--- config.mk ---
export PLATFORM = sky130hd
export DESIGN_NAME = bus_master_transaction_scheduler_core
export DESIGN_NICKNAME = d
export VERILOG_FILES = /design/src/hdl/bmts_pkg.sv /design/src/hdl/bmts_cfg.sv /design/src/hdl/bmts_engine.sv /design/src/hdl/bus_master_transaction_scheduler_core.sv
export SDC_FILE = /design/constraint.sdc
export NUM_CORES = 1
export LEC_CHECK = 0
export BUFFER_PORTS_ARGS = -buffer_cell sky130_fd_sc_hd__buf_2
export CAP_MARGIN = 20
export CELL_PAD_IN_SITES_DETAIL_PLACEMENT = 1
export CELL_PAD_IN_SITES_GLOBAL_PLACEMENT = 2
export CORE_MARGIN = 2
export CORE_UTILIZATION = 36
export CTS_BUF_LIST = sky130_fd_sc_hd__clkbuf_4 sky130_fd_sc_hd__clkbuf_8 sky130_fd_sc_hd__clkbuf_16
export CTS_CLUSTER_DIAMETER = 30
export CTS_CLUSTER_SIZE = 8
export DETAILED_ROUTE_END_ITERATION = 12
export PLACE_DENSITY = 0.77
export REMOVE_ABC_BUFFERS = 1
export SKIP_CTS_REPAIR_TIMING = 1
export SYNTH_ARGS = -nofsm -noshare
export SYNTH_HDL_FRONTEND = slang
export SYNTH_SLANG_ARGS = --single-unit
--- constraint.sdc ---
create_clock -name clk -period 8 [get_ports clk]
set_input_delay 1.6 -clock clk [delete_from_list [all_inputs] [get_ports clk]]
set_output_delay 1.6 -clock clk [all_outputs]
set_load 0.05 [all_outputs]
--- src/hdl/bmts_pkg.sv ---
// ----------------------------------------------------------------------------
// bmts_pkg
// Types, codes and constants of the bus master transaction scheduler.
// ----------------------------------------------------------------------------
package bmts_pkg;

  localparam int TIMER_WIDTH_DEF = 16;
  localparam int CFG_AW          = 3;

  localparam logic [15:0] ERROR_TRIGGER = 16'd4444;
  localparam logic [15:0] TIMEOUT_RST   = 16'd100;
  localparam logic [15:0] PERIOD_RST    = 16'd100;

  typedef enum logic {
    REG_TIMEOUT = 1'b0,
    REG_PERIOD  = 1'b1
  } reg_idx_t;

  typedef enum logic [2:0] {
    MODE_ERROR = 3'd0,
    MODE_READY = 3'd1,
    MODE_PTX   = 3'd2,
    MODE_PRX   = 3'd3,
    MODE_STX   = 3'd4,
    MODE_SRX   = 3'd5
  } mode_t;

  typedef enum logic [2:0] {
    KIND_NONE   = 3'd0,
    KIND_PWRITE = 3'd1,
    KIND_PREAD  = 3'd2,
    KIND_SWRITE = 3'd3,
    KIND_SREAD  = 3'd4
  } kind_t;

  typedef enum logic [2:0] {
    ACT_TICK   = 3'd0,
    ACT_REPLY  = 3'd1,
    ACT_SWRITE = 3'd2,
    ACT_SREAD  = 3'd3,
    ACT_CLEAR  = 3'd4
  } act_t;

  typedef struct packed {
    logic [15:0] timeout;
    logic [15:0] period;
  } cfg_t;

  typedef struct packed {
    logic [2:0]  action;
    logic [15:0] command_word;
    logic [15:0] command_data;
    logic [15:0] service_addr;
    logic [15:0] service_value;
    logic        reply_ok;
    logic [15:0] reply_value;
  } item_t;

  typedef struct packed {
    kind_t       request_kind;
    logic [15:0] request_addr;
    logic [15:0] request_data;
    mode_t       state_code;
    logic        write_confirm_valid;
    logic        write_confirm_ok;
    logic        read_result_valid;
    logic        read_result_ok;
    logic [15:0] read_result_data;
    logic        process_in_valid;
    logic [15:0] process_in_data;
  } result_t;

endpackage

--- src/hdl/bmts_cfg.sv ---
// ----------------------------------------------------------------------------
// bmts_cfg
// APB-style register file: protocol timeout and monitor period.
// ----------------------------------------------------------------------------
module bmts_cfg (
  input  logic                       clk,
  input  logic                       rst_n,
  input  logic                       psel,
  input  logic                       penable,
  input  logic                       pwrite,
  input  logic [bmts_pkg::CFG_AW-1:0] paddr,
  input  logic [31:0]                pwdata,
  output logic [31:0]                prdata,
  output logic                       pready,
  output bmts_pkg::cfg_t             cfg
);
  import bmts_pkg::*;

  logic [15:0] timeout_r, timeout_nxt;
  logic [15:0] period_r, period_nxt;
  reg_idx_t    idx;
  logic        wr_en;

  assign pready = 1'b1;
  assign idx    = reg_idx_t'(paddr[2]);
  assign wr_en  = psel && penable && pwrite && pready;

  always_comb begin
    timeout_nxt = timeout_r;
    period_nxt  = period_r;
    prdata      = '0;
    unique case (idx)
      REG_TIMEOUT: begin
        prdata = {16'd0, timeout_r};
        if (wr_en) timeout_nxt = pwdata[15:0];
      end
      REG_PERIOD: begin
        prdata = {16'd0, period_r};
        if (wr_en) period_nxt = pwdata[15:0];
      end
      default: prdata = '0;
    endcase
  end

  always_ff @(posedge clk) begin
    if (!rst_n) begin
      timeout_r <= TIMEOUT_RST;
      period_r  <= PERIOD_RST;
    end else begin
      timeout_r <= timeout_nxt;
      period_r  <= period_nxt;
    end
  end

  assign cfg.timeout = timeout_r;
  assign cfg.period  = period_r;

endmodule

--- src/hdl/bmts_engine.sv ---
// ----------------------------------------------------------------------------
// bmts_engine
// Scheduler state and the single-pass next-state / result logic.
// ----------------------------------------------------------------------------
module bmts_engine #(
  parameter int TIMER_WIDTH = bmts_pkg::TIMER_WIDTH_DEF
) (
  input  logic              clk,
  input  logic              rst_n,
  input  logic              en,
  input  bmts_pkg::cfg_t    cfg,
  input  bmts_pkg::item_t   item,
  output bmts_pkg::result_t res
);
  import bmts_pkg::*;

  localparam int CW = (TIMER_WIDTH > 16) ? TIMER_WIDTH : 16;

  mode_t                  mode_r, mode_nxt;
  logic [TIMER_WIDTH-1:0] ptimer_r, ptimer_nxt;
  logic [TIMER_WIDTH-1:0] mtimer_r, mtimer_nxt;
  logic [15:0]            prev_cmd_r, prev_cmd_nxt;
  logic                   ppend_r, ppend_nxt;
  logic [15:0]            pdata_r, pdata_nxt;
  logic                   swp_r, swp_nxt;
  logic [15:0]            swa_r, swa_nxt;
  logic [15:0]            swd_r, swd_nxt;
  logic                   srp_r, srp_nxt;
  logic [15:0]            sra_r, sra_nxt;

  logic [CW-1:0] tmo_cw, per_cw;
  act_t          act;

  assign tmo_cw = CW'(cfg.timeout);
  assign per_cw = CW'(cfg.period);
  assign act    = act_t'(item.action);

  always_comb begin
    mode_nxt     = mode_r;
    ptimer_nxt   = ptimer_r;
    mtimer_nxt   = mtimer_r;
    prev_cmd_nxt = prev_cmd_r;
    ppend_nxt    = ppend_r;
    pdata_nxt    = pdata_r;
    swp_nxt      = swp_r;
    swa_nxt      = swa_r;
    swd_nxt      = swd_r;
    srp_nxt      = srp_r;
    sra_nxt      = sra_r;
    res          = '0;

    unique case (act)
      ACT_TICK: begin
        if (mode_r != MODE_ERROR) begin
          // protocol timeout
          if (CW'(ptimer_r) >= tmo_cw) begin
            ptimer_nxt = tmo_cw[TIMER_WIDTH-1:0];
            if (mode_r != MODE_READY) begin
              if (mode_r == MODE_STX) begin
                res.write_confirm_valid = 1'b1;
              end else if (mode_r == MODE_SRX) begin
                res.read_result_valid = 1'b1;
              end
              ptimer_nxt = '0;
              mode_nxt   = MODE_READY;
            end
          end else if (ptimer_r != '0) begin
            ptimer_nxt = ptimer_r + 1'b1;
          end

          // held requests, fixed priority
          if (mode_nxt == MODE_READY) begin
            if (ppend_r) begin
              res.request_kind = KIND_PWRITE;
              res.request_data = pdata_r;
              ptimer_nxt       = TIMER_WIDTH'(1);
              mode_nxt         = MODE_PTX;
              ppend_nxt        = 1'b0;
            end else if (swp_r) begin
              res.request_kind = KIND_SWRITE;
              res.request_addr = swa_r;
              res.request_data = swd_r;
              ptimer_nxt       = TIMER_WIDTH'(1);
              mode_nxt         = MODE_STX;
              swp_nxt          = 1'b0;
            end else if (srp_r) begin
              res.request_kind = KIND_SREAD;
              res.request_addr = sra_r;
              ptimer_nxt       = TIMER_WIDTH'(1);
              mode_nxt         = MODE_SRX;
              srp_nxt          = 1'b0;
            end
          end

          // command word rising from zero
          if (item.command_word != '0 && prev_cmd_r == '0) begin
            if (item.command_word == ERROR_TRIGGER) begin
              mode_nxt = MODE_ERROR;
            end else if (mode_nxt == MODE_READY) begin
              res.request_kind = KIND_PWRITE;
              res.request_addr = '0;
              res.request_data = item.command_data;
              ptimer_nxt       = TIMER_WIDTH'(1);
              mode_nxt         = MODE_PTX;
            end else begin
              pdata_nxt = item.command_data;
              ppend_nxt = 1'b1;
            end
          end

          // monitor period
          if (CW'(mtimer_r) >= per_cw) begin
            mtimer_nxt = per_cw[TIMER_WIDTH-1:0];
          end else begin
            mtimer_nxt = mtimer_r + 1'b1;
          end
          if (CW'(mtimer_nxt) == per_cw && mode_nxt == MODE_READY) begin
            res.request_kind = KIND_PREAD;
            res.request_addr = '0;
            res.request_data = '0;
            ptimer_nxt       = TIMER_WIDTH'(1);
            mode_nxt         = MODE_PRX;
            mtimer_nxt       = '0;
          end
        end
        prev_cmd_nxt = item.command_word;
      end

      ACT_REPLY: begin
        if (mode_r == MODE_PRX) begin
          if (item.reply_ok) begin
            res.process_in_valid = 1'b1;
            res.process_in_data  = item.reply_value;
          end
        end else if (mode_r == MODE_STX) begin
          res.write_confirm_valid = 1'b1;
          res.write_confirm_ok    = item.reply_ok;
        end else if (mode_r == MODE_SRX) begin
          res.read_result_valid = 1'b1;
          res.read_result_ok    = item.reply_ok;
          res.read_result_data  = item.reply_ok ? item.reply_value : 16'd0;
        end
        ptimer_nxt = '0;
        mode_nxt   = MODE_READY;
      end

      ACT_SWRITE: begin
        if (mode_r == MODE_READY) begin
          res.request_kind = KIND_SWRITE;
          res.request_addr = item.service_addr;
          res.request_data = item.service_value;
          ptimer_nxt       = TIMER_WIDTH'(1);
          mode_nxt         = MODE_STX;
        end else if (mode_r != MODE_ERROR) begin
          swa_nxt = item.service_addr;
          swd_nxt = item.service_value;
          swp_nxt = 1'b1;
        end
      end

      ACT_SREAD: begin
        if (mode_r == MODE_READY) begin
          res.request_kind = KIND_SREAD;
          res.request_addr = item.service_addr;
          ptimer_nxt       = TIMER_WIDTH'(1);
          mode_nxt         = MODE_SRX;
        end else if (mode_r != MODE_ERROR) begin
          sra_nxt = item.service_addr;
          srp_nxt = 1'b1;
        end
      end

      ACT_CLEAR: begin
        if (mode_r == MODE_ERROR) begin
          ppend_nxt    = 1'b0;
          swp_nxt      = 1'b0;
          srp_nxt      = 1'b0;
          ptimer_nxt   = '0;
          mtimer_nxt   = '0;
          prev_cmd_nxt = item.command_word;
          mode_nxt     = MODE_READY;
        end
      end

      default: ;
    endcase

    res.state_code = mode_nxt;
  end

  // control state
  always_ff @(posedge clk) begin
    if (!rst_n) begin
      mode_r     <= MODE_READY;
      ptimer_r   <= '0;
      mtimer_r   <= '0;
      prev_cmd_r <= '0;
      ppend_r    <= 1'b0;
      swp_r      <= 1'b0;
      srp_r      <= 1'b0;
    end else if (en) begin
      mode_r     <= mode_nxt;
      ptimer_r   <= ptimer_nxt;
      mtimer_r   <= mtimer_nxt;
      prev_cmd_r <= prev_cmd_nxt;
      ppend_r    <= ppend_nxt;
      swp_r      <= swp_nxt;
      srp_r      <= srp_nxt;
    end
  end

  // held request payloads, only read behind their flags
  always_ff @(posedge clk) begin
    if (en) begin
      pdata_r <= pdata_nxt;
      swa_r   <= swa_nxt;
      swd_r   <= swd_nxt;
      sra_r   <= sra_nxt;
    end
  end

endmodule

--- src/hdl/bus_master_transaction_scheduler_core.sv ---
// ----------------------------------------------------------------------------
// bus_master_transaction_scheduler_core
// Field-bus master transaction scheduler: input register, single-pass
// scheduling logic, result register, APB-style configuration.
// ----------------------------------------------------------------------------
// Flow: an accepted request is held in the input register; the scheduling
//   logic computes its result, which the result register holds for out_valid.
// Throughput: one request per cycle; the scheduling logic between the two
//   registers is single-pass. A stalled result holds the result register,
//   and with the input register full in_stall follows.
// Reset: rst_n synchronous, active low; mode ready, timers and pending
//   flags cleared, timeout and period registers back to 100.
// ----------------------------------------------------------------------------
module bus_master_transaction_scheduler_core #(
  parameter int TIMER_WIDTH = bmts_pkg::TIMER_WIDTH_DEF
) (
  input  logic                        clk,
  input  logic                        rst_n,
  // request channel
  input  logic                        in_valid,
  output logic                        in_stall,
  input  logic [2:0]                  in_action,
  input  logic [15:0]                 in_command_word,
  input  logic [15:0]                 in_command_data,
  input  logic [15:0]                 in_service_addr,
  input  logic [15:0]                 in_service_value,
  input  logic                        in_reply_ok,
  input  logic [15:0]                 in_reply_value,
  // result channel
  output logic                        out_valid,
  input  logic                        out_stall,
  output logic [2:0]                  out_request_kind,
  output logic [15:0]                 out_request_addr,
  output logic [15:0]                 out_request_data,
  output logic [2:0]                  out_state_code,
  output logic                        out_write_confirm_valid,
  output logic                        out_write_confirm_ok,
  output logic                        out_read_result_valid,
  output logic                        out_read_result_ok,
  output logic [15:0]                 out_read_result_data,
  output logic                        out_process_in_valid,
  output logic [15:0]                 out_process_in_data,
  // configuration
  input  logic                        psel,
  input  logic                        penable,
  input  logic                        pwrite,
  input  logic [bmts_pkg::CFG_AW-1:0] paddr,
  input  logic [31:0]                 pwdata,
  output logic [31:0]                 prdata,
  output logic                        pready
);
  import bmts_pkg::*;

  cfg_t    cfg;
  item_t   item_r, item_nxt;
  logic    in_vld_r, in_vld_nxt;
  result_t res;
  result_t out_res_r;
  logic    out_vld_r, out_vld_nxt;
  logic    in_acc;
  logic    advance;

  // Input register advances when the result register is empty or being
  // drained this cycle, so a result leaving now frees room for the next
  // request in the same cycle.
  assign advance  = in_vld_r && (!out_vld_r || !out_stall);
  assign in_stall = in_vld_r && !advance;
  assign in_acc   = in_valid && !in_stall;

  always_comb begin
    item_nxt.action        = in_action;
    item_nxt.command_word  = in_command_word;
    item_nxt.command_data  = in_command_data;
    item_nxt.service_addr  = in_service_addr;
    item_nxt.service_value = in_service_value;
    item_nxt.reply_ok      = in_reply_ok;
    item_nxt.reply_value   = in_reply_value;
  end

  always_comb begin
    if (in_acc) begin
      in_vld_nxt = 1'b1;
    end else if (advance) begin
      in_vld_nxt = 1'b0;
    end else begin
      in_vld_nxt = in_vld_r;
    end
    out_vld_nxt = advance || (out_vld_r && out_stall);
  end

  always_ff @(posedge clk) begin
    if (!rst_n) begin
      in_vld_r  <= 1'b0;
      out_vld_r <= 1'b0;
    end else begin
      in_vld_r  <= in_vld_nxt;
      out_vld_r <= out_vld_nxt;
    end
  end

  // payload registers
  always_ff @(posedge clk) begin
    if (in_acc) item_r <= item_nxt;
    if (advance) out_res_r <= res;
  end

  bmts_cfg u_cfg (
    .clk     (clk),
    .rst_n   (rst_n),
    .psel    (psel),
    .penable (penable),
    .pwrite  (pwrite),
    .paddr   (paddr),
    .pwdata  (pwdata),
    .prdata  (prdata),
    .pready  (pready),
    .cfg     (cfg)
  );

  bmts_engine #(
    .TIMER_WIDTH (TIMER_WIDTH)
  ) u_engine (
    .clk   (clk),
    .rst_n (rst_n),
    .en    (advance),
    .cfg   (cfg),
    .item  (item_r),
    .res   (res)
  );

  assign out_valid               = out_vld_r;
  assign out_request_kind        = out_res_r.request_kind;
  assign out_request_addr        = out_res_r.request_addr;
  assign out_request_data        = out_res_r.request_data;
  assign out_state_code          = out_res_r.state_code;
  assign out_write_confirm_valid = out_res_r.write_confirm_valid;
  assign out_write_confirm_ok    = out_res_r.write_confirm_ok;
  assign out_read_result_valid   = out_res_r.read_result_valid;
  assign out_read_result_ok      = out_res_r.read_result_ok;
  assign out_read_result_data    = out_res_r.read_result_data;
  assign out_process_in_valid    = out_res_r.process_in_valid;
  assign out_process_in_data     = out_res_r.process_in_data;

endmodule

# Yosys cells after proc, flatten, opt, wreduce, memory -nomap -nowiden
# Cells that the tools add are included.
[word_totals] reg_bits=311 input_bits=126
[classes] n_bitwise=8 eq_ne=24 add_sub_neg=2 n_mux=98 magnitude_cmp=2 reduce_logical=41
[op_table] operator="16-bit two-way mux" n=24
[op_table] operator="35-bit two-way mux" n=6
[op_table] operator="16-bit case mux with 2 select lines" n=3
[op_table] operator="16-bit case mux with 4 select lines" n=1
[op_table] operator="32-bit case mux with 2 select lines" n=1
[op_table] operator="3-bit two-way mux" n=21
[op_table] operator="19-bit two-way mux" n=3
[op_table] operator="19-bit case mux with 3 select lines" n=1
[op_table] operator="18-bit two-way mux" n=2
[op_table] operator="34-bit two-way mux" n=1
[op_table] operator="16-bit by 1-bit adder with 16-bit output, second input constant" n=2
[op_table] operator="16-bit greater-or-equal comparator" n=2
[op_table] operator="16-bit nonzero test" n=2
[op_table] operator="1-bit two-way mux" n=26
[op_table] operator="20-bit two-way mux" n=1
[op_table] operator="17-bit two-way mux" n=1
[op_table] operator="16-bit by 13-bit equality test with 1-bit output, second input constant" n=1
[op_table] operator="16-bit equality test" n=1
[op_table] operator="16-bit logical NOT" n=1
[op_table] operator="3-bit by 1-bit equality test with 1-bit output, second input constant" n=5
[op_table] operator="3-bit case mux with 5 select lines" n=1
[op_table] operator="2-bit by 1-bit inequality test with 1-bit output, second input constant" n=6
[op_table] operator="4-bit AND reduction" n=3
[op_table] operator="3-bit by 2-bit equality test with 1-bit output, second input constant" n=3
[op_table] operator="other kinds (24)" n=57

# Depth between registers and ports, before layout
[depth] word_depth=22 depth_mapped=14 mapped_depth_nobuf=10

# By module
# Synthesis repeated with hierarchy kept, for this count alone.
[unflattened] hier_cells=1208 area_unflattened_um2=14191.1
[by_module_without_submodules] module="bmts_engine" area_per_inst_um2=7744.9 n_inst=1 cells_per_inst=882
[by_module_without_submodules] module="bus_master_transaction_scheduler_core" area_per_inst_um2=4858.4 n_inst=1 cells_per_inst=167
[by_module_without_submodules] module="bmts_cfg" area_per_inst_um2=1587.8 n_inst=1 cells_per_inst=159

# Least setup slack after synthesis
# Ideal clock, no wire load.
[synth_path] path_type="input-to-reg" from="input port out_stall" to="register item_r[0] (netlist name) (enable)" setup_slack_ps=1745 setup_time_ps=535 cell_stages=2 n_path_buf=0 t_required_ps=7465 arrival_ps=5720 cell_sequence="and3_1 > nor2b_1"
[synth_between] elab_chain_cells=7
[synth_lines] item="start: declaration" line="bus_master_transaction_scheduler_core.sv:31" source="input logic out_stall,"
[synth_lines] item="1-bit logical NOT" line="bus_master_transaction_scheduler_core.sv:66" source="assign advance = in_vld_r && (!out_vld_r || !out_stall);"
[synth_lines] item="1-bit logical OR" line="bus_master_transaction_scheduler_core.sv:66"
[synth_lines] item="1-bit logical AND" line="bus_master_transaction_scheduler_core.sv:66"
[synth_lines] item="1-bit logical NOT" line="bus_master_transaction_scheduler_core.sv:67" source="assign in_stall = in_vld_r && !advance;"
[synth_lines] item="1-bit logical AND" line="bus_master_transaction_scheduler_core.sv:67"
[synth_lines] item="1-bit logical NOT" line="bus_master_transaction_scheduler_core.sv:68" source="assign in_acc = in_valid && !in_stall;"
[synth_lines] item="1-bit logical AND" line="bus_master_transaction_scheduler_core.sv:68"
[synth_lines] item="named net in_acc" line="bus_master_transaction_scheduler_core.sv:60" source="logic in_acc;"
[synth_lines] item="end signal: assignment" line="bus_master_transaction_scheduler_core.sv:103" source="if (in_acc) item_r <= item_nxt;"
[synth_lines] item="end: declaration" line="bus_master_transaction_scheduler_core.sv:55" source="item_t item_r, item_nxt;"
# The timed path passes the listed nets, and every way through them passes these cells.
# A chain may end at the register's enable or synchronous reset.

==> PnR_summary.wiki <==
{| class="wikitable"
! Metric !! Value
|-
| Status || finished, final reports clean
|-
| Proportion of synthesized flip-flops having asynchronous set or reset || 0%
|-
| Die Wd || 199.4 µm
|-
| Detail Route Antenna Nets || 0
|-
| Sum of negative setup slack || 0 ns
|-
| All-layer global routing usage || 21.20%
|-
| Actual slew at the worst max-slew pin || between 1 and 1.5 ns
|-
| Number of nets in the layout || 1645
|-
| CTS clock-pin slew for the worst setup and hold paths || ~0.05 ns
|-
| Setup repair after global routing missed its margin || false
|-
| Initial standard-cell utilization of the core || a little over a third
|-
| Hold Fails Final Rpt || 0
|-
| Worst-Skew Late Latency || between 0.5 and 0.6 ns
|-
| Area of the multi-input gates || 0.004747 mm²
|-
| Floorplan die height || about 200 µm
|-
| Worst endpoint data arrival time || between 4 and 5 ns
|-
| Post-synthesis cell count || between 1000 and 1500
|-
| Clock root buffer master || sky130_fd_sc_hd__clkbuf_16
|-
| Clock Skew || 0.03288 ns
|-
| Top cells by instance count after synthesis || sky130_fd_sc_hd__edfxtp_1 (223), sky130_fd_sc_hd__nand2_1 (197), sky130_fd_sc_hd__dfxtp_1 (88), sky130_fd_sc_hd__a21oi_1 (87), sky130_fd_sc_hd__nor2_1 (78)
|-
| Total of max-cap violations || 0
|-
| DRT Pass-1 Iters || 5
|-
| Peak VDD IR || 0.2139 mV
|-
| Slew margin rel. || between 30% and 40%
|-
| HP Class || flip-flop to flip-flop
|-
| Placement row count || 71
|-
| Half-perimeter wire length of the detailed placement result || approximately 28000 µm
|-
| DRC violations left || 0
|-
| YS warnings || 0
|-
| Register-to-register path setup slack || around 3.7 ns
|-
| Crit start category || flip-flop
|-
| Worst-path maximum fanout || 18
|-
| Synth Flop Type || sky130_fd_sc_hd__edfxtp_1
|-
| Power per cell area || roughly 300 mW/mm²
|-
| Period utilization || 53.63%
|-
| Remaining Overflow, GRT || 0
|-
| Final wirelength || between 40000 and 50000 µm
|-
| Vias || around 11000
|-
| Weighted congestion reported at the end of routability-driven placement || just over 0.8
|-
| Initial detailed-routing violation count || 562
|-
| Count of cell types in the netlist || 70
|-
| Largest area contributor in the synthesized netlist || sky130_fd_sc_hd__edfxtp_1
|-
| CTS tree || yes
|-
| Total core area || between 0.03 and 0.04 mm²
|-
| Leakage power of the design || around 0.0068 µW
|-
| Syn Std Cell Area || between 0.01 and 0.015 mm²
|-
| Number of global-route vias before repair || around 11000
|-
| Critical path start-end classification || flip-flop to flip-flop
|-
| Maximum number of pins on one net before global-route repair || 74
|-
| Number of flops mapped to enable cells by yosys || approximately 220
|-
| Die Area || roughly 0.040 mm²
|-
| Count leader, synth || sky130_fd_sc_hd__edfxtp_1
|-
| Register bit total from synthesis || 311
|-
| Number of ports placed on the die boundary || about 240
|-
| Filler Cells Inserted || 4153
|-
| Pins over their slew limit || 0
|-
| Post-Route Utilization || 47.45%
|-
| Shortest period the worst path allows || between 4 and 5 ns
|-
| Global-route wire length before repair || around 64000 µm
|-
| Cts bufs inserted || roughly 80
|-
| Nature of the critical path endpoint || flip-flop
|-
| Fraction of layout cells with a size suffix above 1 || 23.54%
|-
| Sequential cell area || 0.008458 mm²
|-
| Average wire per cell in the routed design || slightly above 20 µm
|-
| Initial antenna violation count || 1
|-
| Required @ worst endpoint || about 8.4 ns
|-
| Maximum level of the CTS H-tree || 3
|-
| Share of synthesized area occupied by flip-flops and latches || between 60% and 70%
|-
| Number of buffers inserted by port buffering || 200
|-
| Final setup violation count || 0
|-
| Area Growth Syn to Fin || 30.03%
|-
| Largest cells by area after synthesis || sky130_fd_sc_hd__edfxtp_1 (49%), sky130_fd_sc_hd__dfxtp_1 (13%), sky130_fd_sc_hd__nand2_1 (5.4%)
|-
| Detailed-route vias per instance || about 5.3
|-
| Highest clock frequency the design can meet || about 230 MHz
|-
| Average cell area after synthesis || approximately 11 µm²
|-
| Clock sink total || between 300 and 400
|-
| Clock Path Buffers || 3
|-
| Top-area cell type share of the netlist area || between 40% and 50%
|}
[cell usage in the layout, fill, tap and decap left out, types with 35 or more instances in the layout]
master and n:
sky130_fd_sc_hd__edfxtp_1 223, sky130_fd_sc_hd__buf_2 200, sky130_fd_sc_hd__nand2_1 197, sky130_fd_sc_hd__dfxtp_1 88, sky130_fd_sc_hd__a21oi_1 87, sky130_fd_sc_hd__clkbuf_16 81, sky130_fd_sc_hd__nor2_1 78, sky130_fd_sc_hd__o21ai_0 68
sky130_fd_sc_hd__inv_1 51, sky130_fd_sc_hd__and2_1 37, sky130_fd_sc_hd__ha_1 35
[cells by family (layout without fill, tap and decap cells)]
logic type | Yosys count | in the layout | synth area share [%]
simple gates | 429 | 429 | 14.36
compound gates | 311 | 311 | 14.68
flops | 311 | 311 | 61.53
buf+inv | 139 | 413 | 4.506
fa+ha+maj | 35 | 35 | 3.186
xor+xnor | 25 | 25 | 1.593
other cells | 2 | 18 | 0.05464
mux | 1 | 1 | 0.08192
[layout make-up]
class	instances	area share [%]
repair buffers	220	6.496
multi-input cells	818	26.56
well taps	511	3.577
clock buffers	95	12.07
clock inverters	44	2.821
diodes	1	0.01400
flip-flops and latches	311	47.32
inverters	54	1.141
[stage by stage]
stage          std cells  power (µW)  area (µm²)  setup WS, ns  hold slack, ns
6_report            2054        5225       17870         3.709          0.4521
5_1_grt             2054        5389       17870         3.495          0.4638
4_1_cts             2051        5282       17850         3.733          0.4425
3_5_place_dp        1912        2127       15180         3.417          0.4357
3_3_place_gp        1912        2119       15180         3.449          0.4299
2_1_floorplan       1183        2013       13390         1.745          0.4262
[worst max-delay path: stages, from the launching register on]
cell                       delay, ns
sky130_fd_sc_hd__dfxtp_1        0.38
sky130_fd_sc_hd__inv_1          0.09
sky130_fd_sc_hd__ha_1           0.32
sky130_fd_sc_hd__nand4_1        0.20
sky130_fd_sc_hd__or4_1          0.56
sky130_fd_sc_hd__o32a_1         0.41
sky130_fd_sc_hd__nand3_1        0.38
sky130_fd_sc_hd__and2_1         0.77
sky130_fd_sc_hd__nor2b_1        0.22
sky130_fd_sc_hd__buf_4          0.26
sky130_fd_sc_hd__a222oi_1       0.13
sky130_fd_sc_hd__o21ai_0        0.34
[metal layers]
metal | vias up | global-route usage [%] | part of all wire, % | wire (µm)
li1 | 5086 | - | - | -
met2 | 312 | 35.18 | 49 | 20550
met4 | 0 | 7.435 | 2.3 | 983
met5 | - | 0 | 0 | 0
met3 | 72 | 4.962 | 5.2 | 2184
met1 | 5372 | 27.17 | 44 | 18390
[power by group]
part | switching (µW) | total (µW) | internal (µW) | leakage [µW]
registers | 32.3 | 1820 | 1790 | 0.00285
clock network | 960 | 3120 | 2160 | 0.00130
logic | 208 | 284 | 75.5 | 0.00261
[final timing paths]
kind	from	end	cells after the start
setup / recovery	u_cfg.timeout_r[15]$_SDFFE_PN0P_	out_request_data[8]$_DFFE_PP_	11
hold / removal	item_r[20]$_DFFE_PP_	u_engine.swd_r[3]$_DFFE_PP_	0
setup reg to reg	u_cfg.timeout_r[15]$_SDFFE_PN0P_	out_request_data[8]$_DFFE_PP_	11
hold reg to reg	item_r[20]$_DFFE_PP_	u_engine.swd_r[3]$_DFFE_PP_	0
[registers in the layout, summed over array words and instances, names as in the netlist, 3 cells and up]
| register | flops |
|---|---|
| out_request_kind | 3 |
| out_request_addr | 16 |
| out_state_code | 3 |
| out_process_in_data | 16 |
| out_read_result_data | 16 |
| u_cfg.period_r | 16 |
| item_r | 84 |
| u_engine.swa_r | 16 |
| u_engine.pdata_r | 16 |
| out_request_data | 16 |
| u_engine.sra_r | 16 |
| u_engine.prev_cmd_r | 16 |
| u_engine.swd_r | 16 |
| u_cfg.timeout_r | 16 |
| u_engine.ptimer_r | 16 |
| u_engine.mtimer_r | 16 |
| u_engine.mode_r | 3 |
Note: power is estimated with default switching activity, not from simulation.
